==> config.mk <==
export PLATFORM = sky130hd
export DESIGN_NAME = fat_cluster_to_chs_requests_unit
export DESIGN_NICKNAME = d
export VERILOG_FILES = /design/src/fatchs_pkg.sv /design/src/fatchs_div.sv /design/src/fat_cluster_to_chs_requests_unit.sv
export SDC_FILE = /design/constraint.sdc
export NUM_CORES = 1
export LEC_CHECK = 0
export BUFFER_PORTS_ARGS = -buffer_cell sky130_fd_sc_hd__buf_2
export CAP_MARGIN = 25
export CORE_MARGIN = 2
export CORE_UTILIZATION = 45
export CTS_BUF_LIST = sky130_fd_sc_hd__clkbuf_8
export CTS_CLUSTER_SIZE = 30
export DETAILED_ROUTE_END_ITERATION = 8
export GPL_TIMING_DRIVEN = 0
export SYNTH_ARGS = -nofsm -noshare
export SYNTH_HDL_FRONTEND = slang
export SYNTH_SLANG_ARGS = --single-unit
==> constraint.sdc <==
create_clock -name clk -period 3.7 [get_ports clk]
set_input_delay 0.37 -clock clk [delete_from_list [all_inputs] [get_ports clk]]
set_output_delay 0.37 -clock clk [all_outputs]
set_load 0.01 [all_outputs]
==> src/fatchs_pkg.sv <==
// ----------------------------------------------------------------------------
// fatchs_pkg
// Shared types and constants for the cluster to CHS request unit.
// ----------------------------------------------------------------------------
`default_nettype none

package fatchs_pkg;

    localparam int BLOCK_W = 16;
    localparam int SPT_W   = 6;
    localparam int HC_W    = 8;
    localparam int SPC_W   = 7;
    localparam int CNT_W   = 7;
    localparam int CFG_W   = 16;
    localparam int IDX_W   = 3;

    typedef enum logic [IDX_W-1:0] {
        CFG_SECTORS_PER_TRACK   = 3'd0,
        CFG_HEAD_COUNT          = 3'd1,
        CFG_SECTORS_PER_CLUSTER = 3'd2,
        CFG_DATA_AREA_BASE      = 3'd3,
        CFG_TOTAL_SECTOR_COUNT  = 3'd4
    } cfg_idx_t;

    typedef enum logic [2:0] {
        ST_IDLE,
        ST_MUL,
        ST_CHECK,
        ST_DIV1,
        ST_DIV2
    } fatchs_state_t;

    typedef struct packed {
        logic               start;
        logic [BLOCK_W-1:0] dividend;
        logic [HC_W-1:0]    divisor;
    } div_req_t;

    typedef struct packed {
        logic               done;
        logic [BLOCK_W-1:0] quotient;
        logic [HC_W-1:0]    remainder;
    } div_stat_t;

endpackage

`default_nettype wire

==> src/fatchs_div.sv <==
// ----------------------------------------------------------------------------
// fatchs_div
// Bit-serial restoring divider: one quotient bit per cycle.
// ----------------------------------------------------------------------------
`default_nettype none

module fatchs_div (
    input  wire                   clk,
    input  wire                   rst_n,
    input  fatchs_pkg::div_req_t  req,
    output fatchs_pkg::div_stat_t stat
);
    import fatchs_pkg::*;

    localparam int STEP_W = $clog2(BLOCK_W);

    logic               busy_reg;
    logic               done_reg;
    logic [STEP_W-1:0]  step_reg;
    logic [BLOCK_W-1:0] q_reg;
    logic [HC_W-1:0]    rem_reg;
    logic [HC_W-1:0]    dvs_reg;

    logic [HC_W:0]      shifted;
    logic               ge;
    logic [HC_W-1:0]    rem_next;
    logic [HC_W:0]      diff;

    always_comb
    begin
        shifted  = {rem_reg, q_reg[BLOCK_W-1]};
        diff     = shifted - {1'b0, dvs_reg};
        ge       = (shifted >= {1'b0, dvs_reg});
        rem_next = ge ? diff[HC_W-1:0] : shifted[HC_W-1:0];
    end

    always_ff @(posedge clk or negedge rst_n)
    begin
        if (!rst_n)
        begin
            busy_reg <= 1'b0;
            done_reg <= 1'b0;
            step_reg <= '0;
        end
        else if (req.start)
        begin
            busy_reg <= 1'b1;
            done_reg <= 1'b0;
            step_reg <= '0;
        end
        else if (busy_reg)
        begin
            step_reg <= step_reg + 1'b1;
            if (step_reg == STEP_W'(BLOCK_W - 1))
            begin
                busy_reg <= 1'b0;
                done_reg <= 1'b1;
            end
        end
        else
        begin
            done_reg <= 1'b0;
        end
    end

    always_ff @(posedge clk)
    begin
        if (req.start)
        begin
            q_reg   <= req.dividend;
            rem_reg <= '0;
            dvs_reg <= req.divisor;
        end
        else if (busy_reg)
        begin
            q_reg   <= {q_reg[BLOCK_W-2:0], ge};
            rem_reg <= rem_next;
        end
    end

    assign stat.done      = done_reg;
    assign stat.quotient  = q_reg;
    assign stat.remainder = rem_reg;

endmodule

`default_nettype wire

==> src/fat_cluster_to_chs_requests_unit.sv <==
// ----------------------------------------------------------------------------
// fat_cluster_to_chs_requests_unit
// Turns cluster reads and raw block runs into a stream of CHS addresses.
//
// channel   signals                                      transfer
// --------  -------------------------------------------  -------------------
// request   req_type cluster_number start_block           start && !busy
//           block_count
// result    cylinder head sector status last              result_valid
// config    cfg_index cfg_data                            cfg_write
//
// Cluster requests pass through the shift-add multiplier first.
// Each sector takes one range check plus two 16-bit passes
// through the shared bit-serial divider (block / spt, then / heads).
// An out-of-range block or a zero count ends the run in the check state.
// busy is high from the transfer until the run ends; results cannot stall.
// Reset loads the default geometry and leaves the unit idle.
// ----------------------------------------------------------------------------
`default_nettype none

module fat_cluster_to_chs_requests_unit #(
    parameter int MAX_RUN = 64
) (
    input  wire                            clk,
    input  wire                            rst_n,
    input  wire                            start,
    output logic                           busy,
    input  wire                            req_type,
    input  wire  [11:0]                    cluster_number,
    input  wire  [fatchs_pkg::BLOCK_W-1:0] start_block,
    input  wire  [fatchs_pkg::CNT_W-1:0]   block_count,
    output logic                           result_valid,
    output logic [fatchs_pkg::BLOCK_W-1:0] cylinder,
    output logic [fatchs_pkg::HC_W-1:0]    head,
    output logic [fatchs_pkg::SPT_W-1:0]   sector,
    output logic                           status,
    output logic                           last,
    input  wire                            cfg_write,
    input  wire  [fatchs_pkg::IDX_W-1:0]   cfg_index,
    input  wire  [fatchs_pkg::CFG_W-1:0]   cfg_data
);
    import fatchs_pkg::*;

    localparam int MUL_W = $clog2(SPC_W);

    fatchs_state_t      state_reg, state_next;

    logic [SPT_W-1:0]   spt_reg;
    logic [HC_W-1:0]    hc_reg;
    logic [SPC_W-1:0]   spc_reg;
    logic [BLOCK_W-1:0] base_reg;
    logic [BLOCK_W-1:0] total_reg;

    logic [BLOCK_W:0]   block_reg;
    logic [CNT_W-1:0]   remain_reg;
    logic [BLOCK_W-1:0] mcand_reg;
    logic [SPC_W-1:0]   mplier_reg;
    logic [MUL_W-1:0]   mul_step_reg;
    logic [SPT_W-1:0]   s_reg;

    logic               valid_reg;
    logic [BLOCK_W-1:0] cyl_reg;
    logic [HC_W-1:0]    head_reg;
    logic [SPT_W-1:0]   sector_reg;
    logic               status_reg;
    logic               last_reg;

    logic               accept;
    logic               mul_done;
    logic               out_of_range;
    logic               emit_err;
    logic               emit_ok;
    logic [SPT_W-1:0]   spt_eff;
    logic [HC_W-1:0]    hc_eff;
    logic [CNT_W-1:0]   req_count;
    logic [CNT_W-1:0]   sat_count;
    div_req_t           div_req;
    div_stat_t          div_stat;

    assign accept       = start && (state_reg == ST_IDLE);
    assign busy         = (state_reg != ST_IDLE);
    assign mul_done     = (mul_step_reg == MUL_W'(SPC_W - 1));
    assign out_of_range = (block_reg >= {1'b0, total_reg});
    assign spt_eff      = (spt_reg == '0) ? SPT_W'(1) : spt_reg;
    assign hc_eff       = (hc_reg == '0) ? HC_W'(1) : hc_reg;
    assign req_count    = req_type ? block_count : spc_reg;
    assign sat_count    = (req_count > CNT_W'(MAX_RUN)) ? CNT_W'(MAX_RUN) : req_count;

    // next state
    always_comb
    begin
        state_next = state_reg;
        unique case (state_reg)
            ST_IDLE:
            begin
                if (start)
                    state_next = req_type ? ST_CHECK : ST_MUL;
            end
            ST_MUL:
            begin
                if (mul_done)
                    state_next = ST_CHECK;
            end
            ST_CHECK:
            begin
                if (remain_reg == '0 || out_of_range)
                    state_next = ST_IDLE;
                else
                    state_next = ST_DIV1;
            end
            ST_DIV1:
            begin
                if (div_stat.done)
                    state_next = ST_DIV2;
            end
            ST_DIV2:
            begin
                if (div_stat.done)
                    state_next = ST_CHECK;
            end
            default: state_next = ST_IDLE;
        endcase
    end

    // outputs of the sequencer
    always_comb
    begin
        div_req.start    = 1'b0;
        div_req.dividend = block_reg[BLOCK_W-1:0];
        div_req.divisor  = {{(HC_W-SPT_W){1'b0}}, spt_eff};
        emit_err         = 1'b0;
        emit_ok          = 1'b0;
        unique case (state_reg)
            ST_CHECK:
            begin
                if (remain_reg != '0)
                begin
                    emit_err      = out_of_range;
                    div_req.start = !out_of_range;
                end
            end
            ST_DIV1:
            begin
                div_req.start    = div_stat.done;
                div_req.dividend = div_stat.quotient;
                div_req.divisor  = hc_eff;
            end
            ST_DIV2:
            begin
                emit_ok = div_stat.done;
            end
            default:
            begin
            end
        endcase
    end

    fatchs_div u_div (
        .clk   (clk),
        .rst_n (rst_n),
        .req   (div_req),
        .stat  (div_stat)
    );

    always_ff @(posedge clk or negedge rst_n)
    begin
        if (!rst_n)
        begin
            state_reg <= ST_IDLE;
            valid_reg <= 1'b0;
            spt_reg   <= SPT_W'(18);
            hc_reg    <= HC_W'(2);
            spc_reg   <= SPC_W'(1);
            base_reg  <= BLOCK_W'(33);
            total_reg <= BLOCK_W'(2880);
        end
        else
        begin
            state_reg <= state_next;
            valid_reg <= emit_err || emit_ok;
            if (cfg_write)
            begin
                unique case (cfg_index)
                    CFG_SECTORS_PER_TRACK:   spt_reg   <= cfg_data[SPT_W-1:0];
                    CFG_HEAD_COUNT:          hc_reg    <= cfg_data[HC_W-1:0];
                    CFG_SECTORS_PER_CLUSTER: spc_reg   <= cfg_data[SPC_W-1:0];
                    CFG_DATA_AREA_BASE:      base_reg  <= cfg_data[BLOCK_W-1:0];
                    CFG_TOTAL_SECTOR_COUNT:  total_reg <= cfg_data[BLOCK_W-1:0];
                    default:
                    begin
                    end
                endcase
            end
        end
    end

    // datapath
    always_ff @(posedge clk)
    begin
        if (accept)
        begin
            remain_reg   <= sat_count;
            mul_step_reg <= '0;
            if (req_type)
                block_reg <= {1'b0, start_block};
            else
                block_reg <= {1'b0, base_reg};
            mcand_reg  <= {4'd0, cluster_number} - BLOCK_W'(2);
            mplier_reg <= spc_reg;
        end
        else if (state_reg == ST_MUL)
        begin
            if (mplier_reg[0])
                block_reg <= {1'b0, block_reg[BLOCK_W-1:0] + mcand_reg};
            mcand_reg    <= {mcand_reg[BLOCK_W-2:0], 1'b0};
            mplier_reg   <= {1'b0, mplier_reg[SPC_W-1:1]};
            mul_step_reg <= mul_step_reg + 1'b1;
        end
        else if (emit_ok)
        begin
            block_reg  <= block_reg + 1'b1;
            remain_reg <= remain_reg - 1'b1;
        end

        if (state_reg == ST_DIV1 && div_stat.done)
            s_reg <= div_stat.remainder[SPT_W-1:0];

        if (emit_err)
        begin
            cyl_reg    <= '0;
            head_reg   <= '0;
            sector_reg <= '0;
            status_reg <= 1'b1;
            last_reg   <= 1'b1;
        end
        else if (emit_ok)
        begin
            cyl_reg    <= div_stat.quotient;
            head_reg   <= div_stat.remainder;
            sector_reg <= s_reg + 1'b1;
            status_reg <= 1'b0;
            last_reg   <= (remain_reg == CNT_W'(1));
        end
    end

    assign result_valid = valid_reg;
    assign cylinder     = cyl_reg;
    assign head         = head_reg;
    assign sector       = sector_reg;
    assign status       = status_reg;
    assign last         = last_reg;

    a_err_fields: assert property (@(posedge clk) disable iff (!rst_n)
        result_valid && status |-> last && sector == '0 && cylinder == '0 && head == '0)
        else $error("error result with nonzero fields");

    a_div_done_state: assert property (@(posedge clk) disable iff (!rst_n)
        div_stat.done |-> (state_reg == ST_DIV1 || state_reg == ST_DIV2))
        else $error("divider finished outside a divide state");

    a_busy_rise: assert property (@(posedge clk) disable iff (!rst_n)
        $rose(busy) |-> $past(start))
        else $error("busy rose without a request transfer");

    a_no_result_idle_mul: assert property (@(posedge clk) disable iff (!rst_n)
        (state_reg == ST_MUL) |=> !result_valid)
        else $error("result during cluster multiply");

endmodule

`default_nettype wire
==> implementation parameters, run 1 <==
Parameter                              Value

Status
  Result of the run    finished clean

Drt
  Drt first-iter violations    approximately 420
  Via Count    roughly 7.5k
  Number of iterations in the first detailed-routing pass    5
  Antenna violation net count after detailed routing    0
  DR vias/cell    5.39
  Routed WL per cell    17.6 µm
  Final WL    about 25000 µm
  Number of design rule violations left after detail routing    0

Die
  Width of the die    around 150 µm
  Starting density of the core    45.7%
  Full die area    roughly 0.023 mm²
  Number of core rows    54
  Core outline area    roughly 0.022 mm²
  Vertical die dimension    152 µm
  Num ports    93

Logic synthesis
  Share of synthesized flip-flops with an asynchronous set or reset    roughly 34%
  Leading cell types by total area after synthesis    edfxtp_1 (23%), dfrtp_1 (13%), dfxtp_1 (8.7%)
  Dominant cell by count in the synthesized netlist    nand2_1
  Post-Syn Nets    roughly 1.1k
  Average size of a mapped cell    ~10 µm²
  Number of different library cells in the post-synthesis netlist    69
  #FFs+latches synth    between 150 and 200
  Post-Synthesis Cells    993
  Yosys warning count    0
  Post-synth top area cell    edfxtp_1
  Share of the synthesized area in the top cell type    a little under a quarter
  Seq/Total Area, Yosys    between 40% and 50%
  Post-synth design cell area    approximately 0.0099 mm²
  Top cells by instance count after synthesis    nand2_1 (156), edfxtp_1 (77), a21oi_1 (58)
  Post-synth EDFFs    just under 80
  Most used DFF post-synth    edfxtp_1

Power and ir drop
  Leak    0.00464 µW
  Combinational group share of total power    9.0%
  Maximum vdd drop    between 0.15 and 0.2 mV
  Total power    roughly 4000 µW
  Pint    between 2000 and 3000 µW
  Sw power    1000 µW
  Switching power as a share of total power    roughly 25%
  Part of the power in registers    between 50% and 60%
  Clock power frac    33.0%
  Power density over the cells    ~360 mW/mm²

Setup path
  Crit path arrival time    3.62 ns
  Worst setup EP type    flop
  Data required time of the worst path    around 3.9 ns
  Worst-path fanout max    11
  Nature of the critical path startpoint    flop
  Start-to-end type of the worst setup path    flop to flop

Global routing
  Aggregate global routing overflow    0
  Wire length of the first global-routing pass    roughly 40000 µm
  Antenna violations before repair    0
  Number of global-route vias before repair    roughly 7.4k
  Pin count of the biggest net entering global routing    64
  Global router's overall resource usage    a little over a fifth

Clock network
  Clk pin slew, worst setup/hold paths    0.10 ns
  Setup bufs post-CTS    0
  Clk_lat worst skew    0.47 ns
  CTS sink count    about 180
  Clock tree from TritonCTS    built
  Clock H-tree levels    4
  Inserted Clock Buffers    17
  Number of buffers between clock root and the deepest sink    2
  Root Buffer    clkbuf_8

Timing
  Transition time at the pin with the least slew margin    about 0.86 ns
  Worst Clk Skew    between 0.015 and 0.02 ns
  Portion of the clock cycle consumed by the worst path in the final layout    93.3%
  Worst slack on hold paths    about 0.12 ns
  Unrepaired setup endpoints after global routing    false
  Final slew viol count    0
  Slew Limit Headroom    about 43%
  Final Hold Vio Count    0
  Post-layout min period    between 3 and 4 ns
  Setup-failing EPs final    0
  Fin worst setup slack    ~0.25 ns
  Timing-limited maximum frequency    just under 300 MHz

Finish
  Fraction of final layout cells with drive strength greater than 1    18.9%
  Non-Filler Instances    roughly 1.4k
  Number of nets in the final layout    roughly 1.2k
  Final antenna diode count    0
  Layout-stage area growth over the synthesis result    12.2%
  Flip-flop count of the largest register, all copies and words added    17

Place
  Placer's final routability congestion estimate    between 0.8 and 0.9
  Cell total after placement    1365
  Number of port buffers    91
  Post-DP HPWL    ~19000 µm
  Pre-CTS setup slack    roughly 0.27 ns

Worst hold path
  Hold crit path type    input port to flop

Run
  Max-capacitance violation count    0
[layout by cell type (no fill, tap or decap), types with 5 or more instances in the layout]
cell,synthesis,routed
o22ai_1,17,17
or3_1,6,6
o211ai_1,6,6
nor4_1,5,5
o21ai_1,5,6
a21o_1,5,5
edfxtp_1,77,77
clkbuf_1,30,30
o211a_1,6,6
mux2i_1,33,33
dfxtp_1,43,43
nor3_1,27,27
xor2_1,16,16
mux2_2,49,49
nor2_1,52,52
nand4_1,8,8
a211oi_1,12,12
clkinv_4,0,5
a31oi_1,5,5
inv_1,56,59
and3_1,8,8
a21oi_1,58,58
buf_2,9,99
o21ai_0,55,54
nand3_1,19,19
xnor2_1,29,29
dfrtp_1,53,53
nand2b_1,11,11
ha_1,47,47
nand2_1,156,156
nor2b_1,6,6
clkbuf_8,0,18
dfstp_2,10,10
[worst paths after layout]
kind / start / endpoint / slack, ns / cells after the start
max: block_reg[0]$_DFFE_PP_ / u_div.q_reg[3]$_DFFE_PP_ / 0.25 / 11
min: cfg_data[13] / total_reg[13]$_DFFE_PN0P_ / 0.12 / 3
max reg2reg: block_reg[0]$_DFFE_PP_ / u_div.q_reg[3]$_DFFE_PP_ / 0.25 / 11
min reg2reg: head[4]$_SDFFE_PP0P_ / head[4]$_SDFFE_PP0P_ / 0.45 / 2
max in group asynchronous: rst_n / spt_reg[5]$_DFFE_PN0P_ / 2.57 / 2
min in group asynchronous: rst_n / base_reg[12]$_DFFE_PN0P_ / 0.53 / 2
[through the flow]
step	utilization, %	instance area (µm²)	setup TNS (ns)
6_report	51.2	11100	0
5_1_grt	51.2	11100	0
2_1_floorplan	-	9900	0
4_1_cts	51.2	11100	0
3_5_place_dp	49.4	10700	0
3_3_place_gp	49.4	10700	-1.00
[kinds of logic after synthesis]
| group | count (synthesis) | share of synthesized area (%) |
|---|---|---|
| flip-flops | 183 | 48.1 |
| multiplexers | 82 | 8.91 |
| buffers and inverters | 102 | 4.17 |
| adder cells (fa/ha/maj) | 49 | 6.34 |
| AO/OA/AOI/OAI | 210 | 13.7 |
| XOR/XNOR | 45 | 3.98 |
| AND/OR/NAND/NOR | 322 | 14.8 |
[worst max-delay path: stages (launching register included)]
cell and delay, ns:
edfxtp_1 0.62, inv_1 0.09, ha_1 0.27, nand2b_1 0.15, a2111o_1 0.42, a211oi_1 0.32, o31a_1 0.19, buf_4 0.16
o21ai_4 0.08, buf_2 0.24, o21ai_1 0.31, buf_4 0.29
[layer usage]
| layer | part of all wire, % | wire length [µm] | up-vias | track usage, % |
|---|---|---|---|---|
| met5 | 0 | 0 | - | 0 |
| met4 | 0.91 | 223 | 0 | 4.45 |
| met3 | 3.5 | 874 | 18 | 3.33 |
| met2 | 47 | 11600 | 157 | 35.9 |
| met1 | 49 | 12000 | 3589 | 30.4 |
| li1 | - | - | 3773 | - |
[area by class of cell]
| cell class | instances | area [µm²] |
|---|---|---|
| fillers | 2065 | 10600 |
| inverters | 58 | 218 |
| well taps | 280 | 350 |
| multi-input cells | 708 | 4730 |
| flip-flops and latches | 183 | 4760 |
| clock buffers | 18 | 248 |
| clock inverters | 14 | 130 |
| repair buffers | 93 | 475 |
| plain buffers | 44 | 195 |
[power groups by stage]
stage / combinational [µW] / sequential [µW] / clock, µW
after floorplan: 243 / 2330 / 0
after global placement: 350 / 2350 / 0
after global routing: 407 / 2330 / 1440
final: 359 / 2310 / 1320
after detailed placement: 359 / 2350 / 0
after CTS: 362 / 2310 / 1350
[timing repair]
| action | in CTS | in global routing |
|---|---|---|
| resized for setup | 0 | 0 |
| endpoints found under the setup margin | 0 | 0 |
| hold endpoints to repair | 2 | 0 |
| hold buffers | 1 | 0 |
No activity file was read; power rests on OpenSTA's default activity.
==> inputs of run 2 (changes only) <==
- PLACE_DENSITY: unset -> 0.69
- RECOVER_POWER: unset -> 50
- SKIP_CTS_REPAIR_TIMING: unset -> 1
==> run 2 against run 1 <==
  * The flow now finishes with violations (capacitance limit, slew limit)
  * Setup slack improved by 0.14 ns
  * Fmax rose by 4.2%
  * Via count up 2.1%
  * Final cell count about the same
  * Critical path type unchanged
  * Highest routed layer is now met5
==> implementation parameters, run 2 (synthesized netlist as in run 1, its figures left out) <==
Parameter                              Value

Status
  Result of the run    finished, violations left
  Failing checks    capacitance limit, slew limit

Finish
  Number of nets in the final layout    approximately 1.2k
  Final antenna diode count    0
  Commonest cells after routing, fill and taps aside    nand2_1 (156), edfxtp_1 (77), clkbuf_1 (67)
  Non-Filler Instances    1397
  Flip-flop count of the largest register, all copies and words added    17
  Fraction of final layout cells with drive strength greater than 1    around 15%
  Most common library cell in the layout ignoring fill and taps    nand2_1
  Layout-stage area growth over the synthesis result    11.5%

Timing
  Setup-failing EPs final    0
  Transition time at the pin with the least slew margin    ~1.7 ns
  Timing-limited maximum frequency    about 300 MHz
  Portion of the clock cycle consumed by the worst path in the final layout    89.5%
  Post-layout min period    ~3.3 ns
  Unrepaired setup endpoints after global routing    false
  Final slew viol count    64
  Slew Limit Headroom    -11.1%
  Final Hold Vio Count    0
  Final setup TNS    0 ns
  Worst Clk Skew    roughly 0.014 ns

Setup path
  Nature of the critical path startpoint    flop
  Start-to-end type of the worst setup path    flop to flop
  Data required time of the worst path    3.87 ns
  Worst path cell trace    inv_1, ha_1, nand2b_1, a2111o_1, a211oi_1, o31a_1, buf_4, o21ai_4, buf_2, o21ai_1, buf_4
  Worst setup EP type    flop
  Cell mode on critical path    buf_4
  Worst-path fanout max    11
  Maximum single-stage delay on the critical path    between 0.5 and 0.6 ns
  Crit-path slowest cell    edfxtp_1
  Crit path arrival time    around 3.5 ns

Global routing
  Wire length of the first global-routing pass    between 30000 and 40000 µm
  Number of global-route vias before repair    around 7.5k
  Pin count of the biggest net entering global routing    64
  Aggregate global routing overflow    0
  Antenna violations before repair    1
  Global router's overall resource usage    a little over a fifth

Power and ir drop
  Part of the power in registers    about 58%
  Total power    4000 µW
  Pint    3020 µW
  Power density over the cells    approximately 360 mW/mm²
  Sw power    986 µW
  Leak    between 0.004 and 0.005 µW
  Switching power as a share of total power    between 20% and 30%
  Maximum vdd drop    roughly 0.21 mV
  Combinational group share of total power    9.1%
  Clock power frac    about a third

Place
  Cell total after placement    about 1.4k
  Placer's final routability congestion estimate    around 0.87
  Post-DP HPWL    18400 µm
  Number of port buffers    just over 90

Die
  Width of the die    152 µm
  Number of core rows    54
  Vertical die dimension    152 µm
  Full die area    between 0.02 and 0.025 mm²
  Starting density of the core    around 46%
  Num ports    93
  Core outline area    0.0217 mm²

Worst hold path
  Hold crit path type    input port to flop

Clock network
  Inserted Clock Buffers    17
  Number of buffers between clock root and the deepest sink    2
  Clk_lat worst skew    0.47 ns
  CTS sink count    about 180
  Root Buffer    clkbuf_8
  Clk pin slew, worst setup/hold paths    0.09 ns
  Clock tree from TritonCTS    built
  Clock H-tree levels    4

Drt
  Drt first-iter violations    between 500 and 600
  Final WL    ~24000 µm
  Antenna violation net count after detailed routing    0
  Via Count    between 7k and 8k
  Routed WL per cell    17.4 µm
  Number of iterations in the first detailed-routing pass    5
  DR vias/cell    between 5 and 6
  Number of design rule violations left after detail routing    0

Run
  Max-capacitance violation count    1
==> run 2: power groups by stage <==
stage	logic [µW]	registers, µW	clock network (µW)
CTS	370	2310	1350
detailed placement	366	2360	0
floorplan	243	2330	0
finish	365	2310	1330
global route	410	2330	1420
global placement	350	2350	0
==> run 2: worst max-delay path, delay by kind of cell (launching register included) <==
family	cells	cell delay, ns
compound gates	5	1.26
fa+ha+maj	1	0.27
buf+inv	4	0.76
flops	1	0.57
simple gates	1	0.14
==> run 2: metrics by stage <==
step           area (µm²)  utilization (%)  hold slack [ns]  worst slack, ns
2_1_floorplan        9900                -           0.0744            0.680
3_3_place_gp        10700             49.4            0.431          -0.0263
3_5_place_dp        10700             49.4            0.442            0.361
4_1_cts             11100             51.1           0.0160            0.335
5_1_grt             11000             50.9            0.135            0.144
6_report            11000             50.9            0.141            0.390
==> run 2: per-layer routing <==
layer / routed length (µm) / up-vias / track usage [%]
met5: 13 / - / 0
met4: 525 / 2 / 6.63
met1: 11200 / 3659 / 28.3
met3: 1080 / 39 / 3.38
met2: 11400 / 222 / 34.2
li1: - / 3772 / -
==> run 2: cell type report <==
type                    count  area [µm²]
clock inverters            15         139
plain buffers              44         193
fillers                  2045       10700
repair buffers             92         419
inverters                  58         218
well taps                 280         350
flip-flops and latches    183        4760
multi-input cells         708        4720
clock buffers              17         234
==> run 2: final timing paths <==
| check | end | depth (start not counted) | from | slack [ns] |
|---|---|---|---|---|
| worst min register to register | cylinder[11]$_SDFFE_PP0P_ | 2 | cylinder[11]$_SDFFE_PP0P_ | 0.46 |
| max in group asynchronous | hc_reg[0]$_DFFE_PN0P_ | 1 | rst_n | 2.38 |
| worst max register to register | u_div.q_reg[10]$_DFFE_PP_ | 11 | block_reg[0]$_DFFE_PP_ | 0.39 |
| min in group asynchronous | base_reg[13]$_DFFE_PN0P_ | 1 | rst_n | 0.30 |
| worst max-delay path | u_div.q_reg[10]$_DFFE_PP_ | 11 | block_reg[0]$_DFFE_PP_ | 0.39 |
| worst min-delay path | total_reg[11]$_DFFE_PN1P_ | 3 | cfg_data[11] | 0.14 |
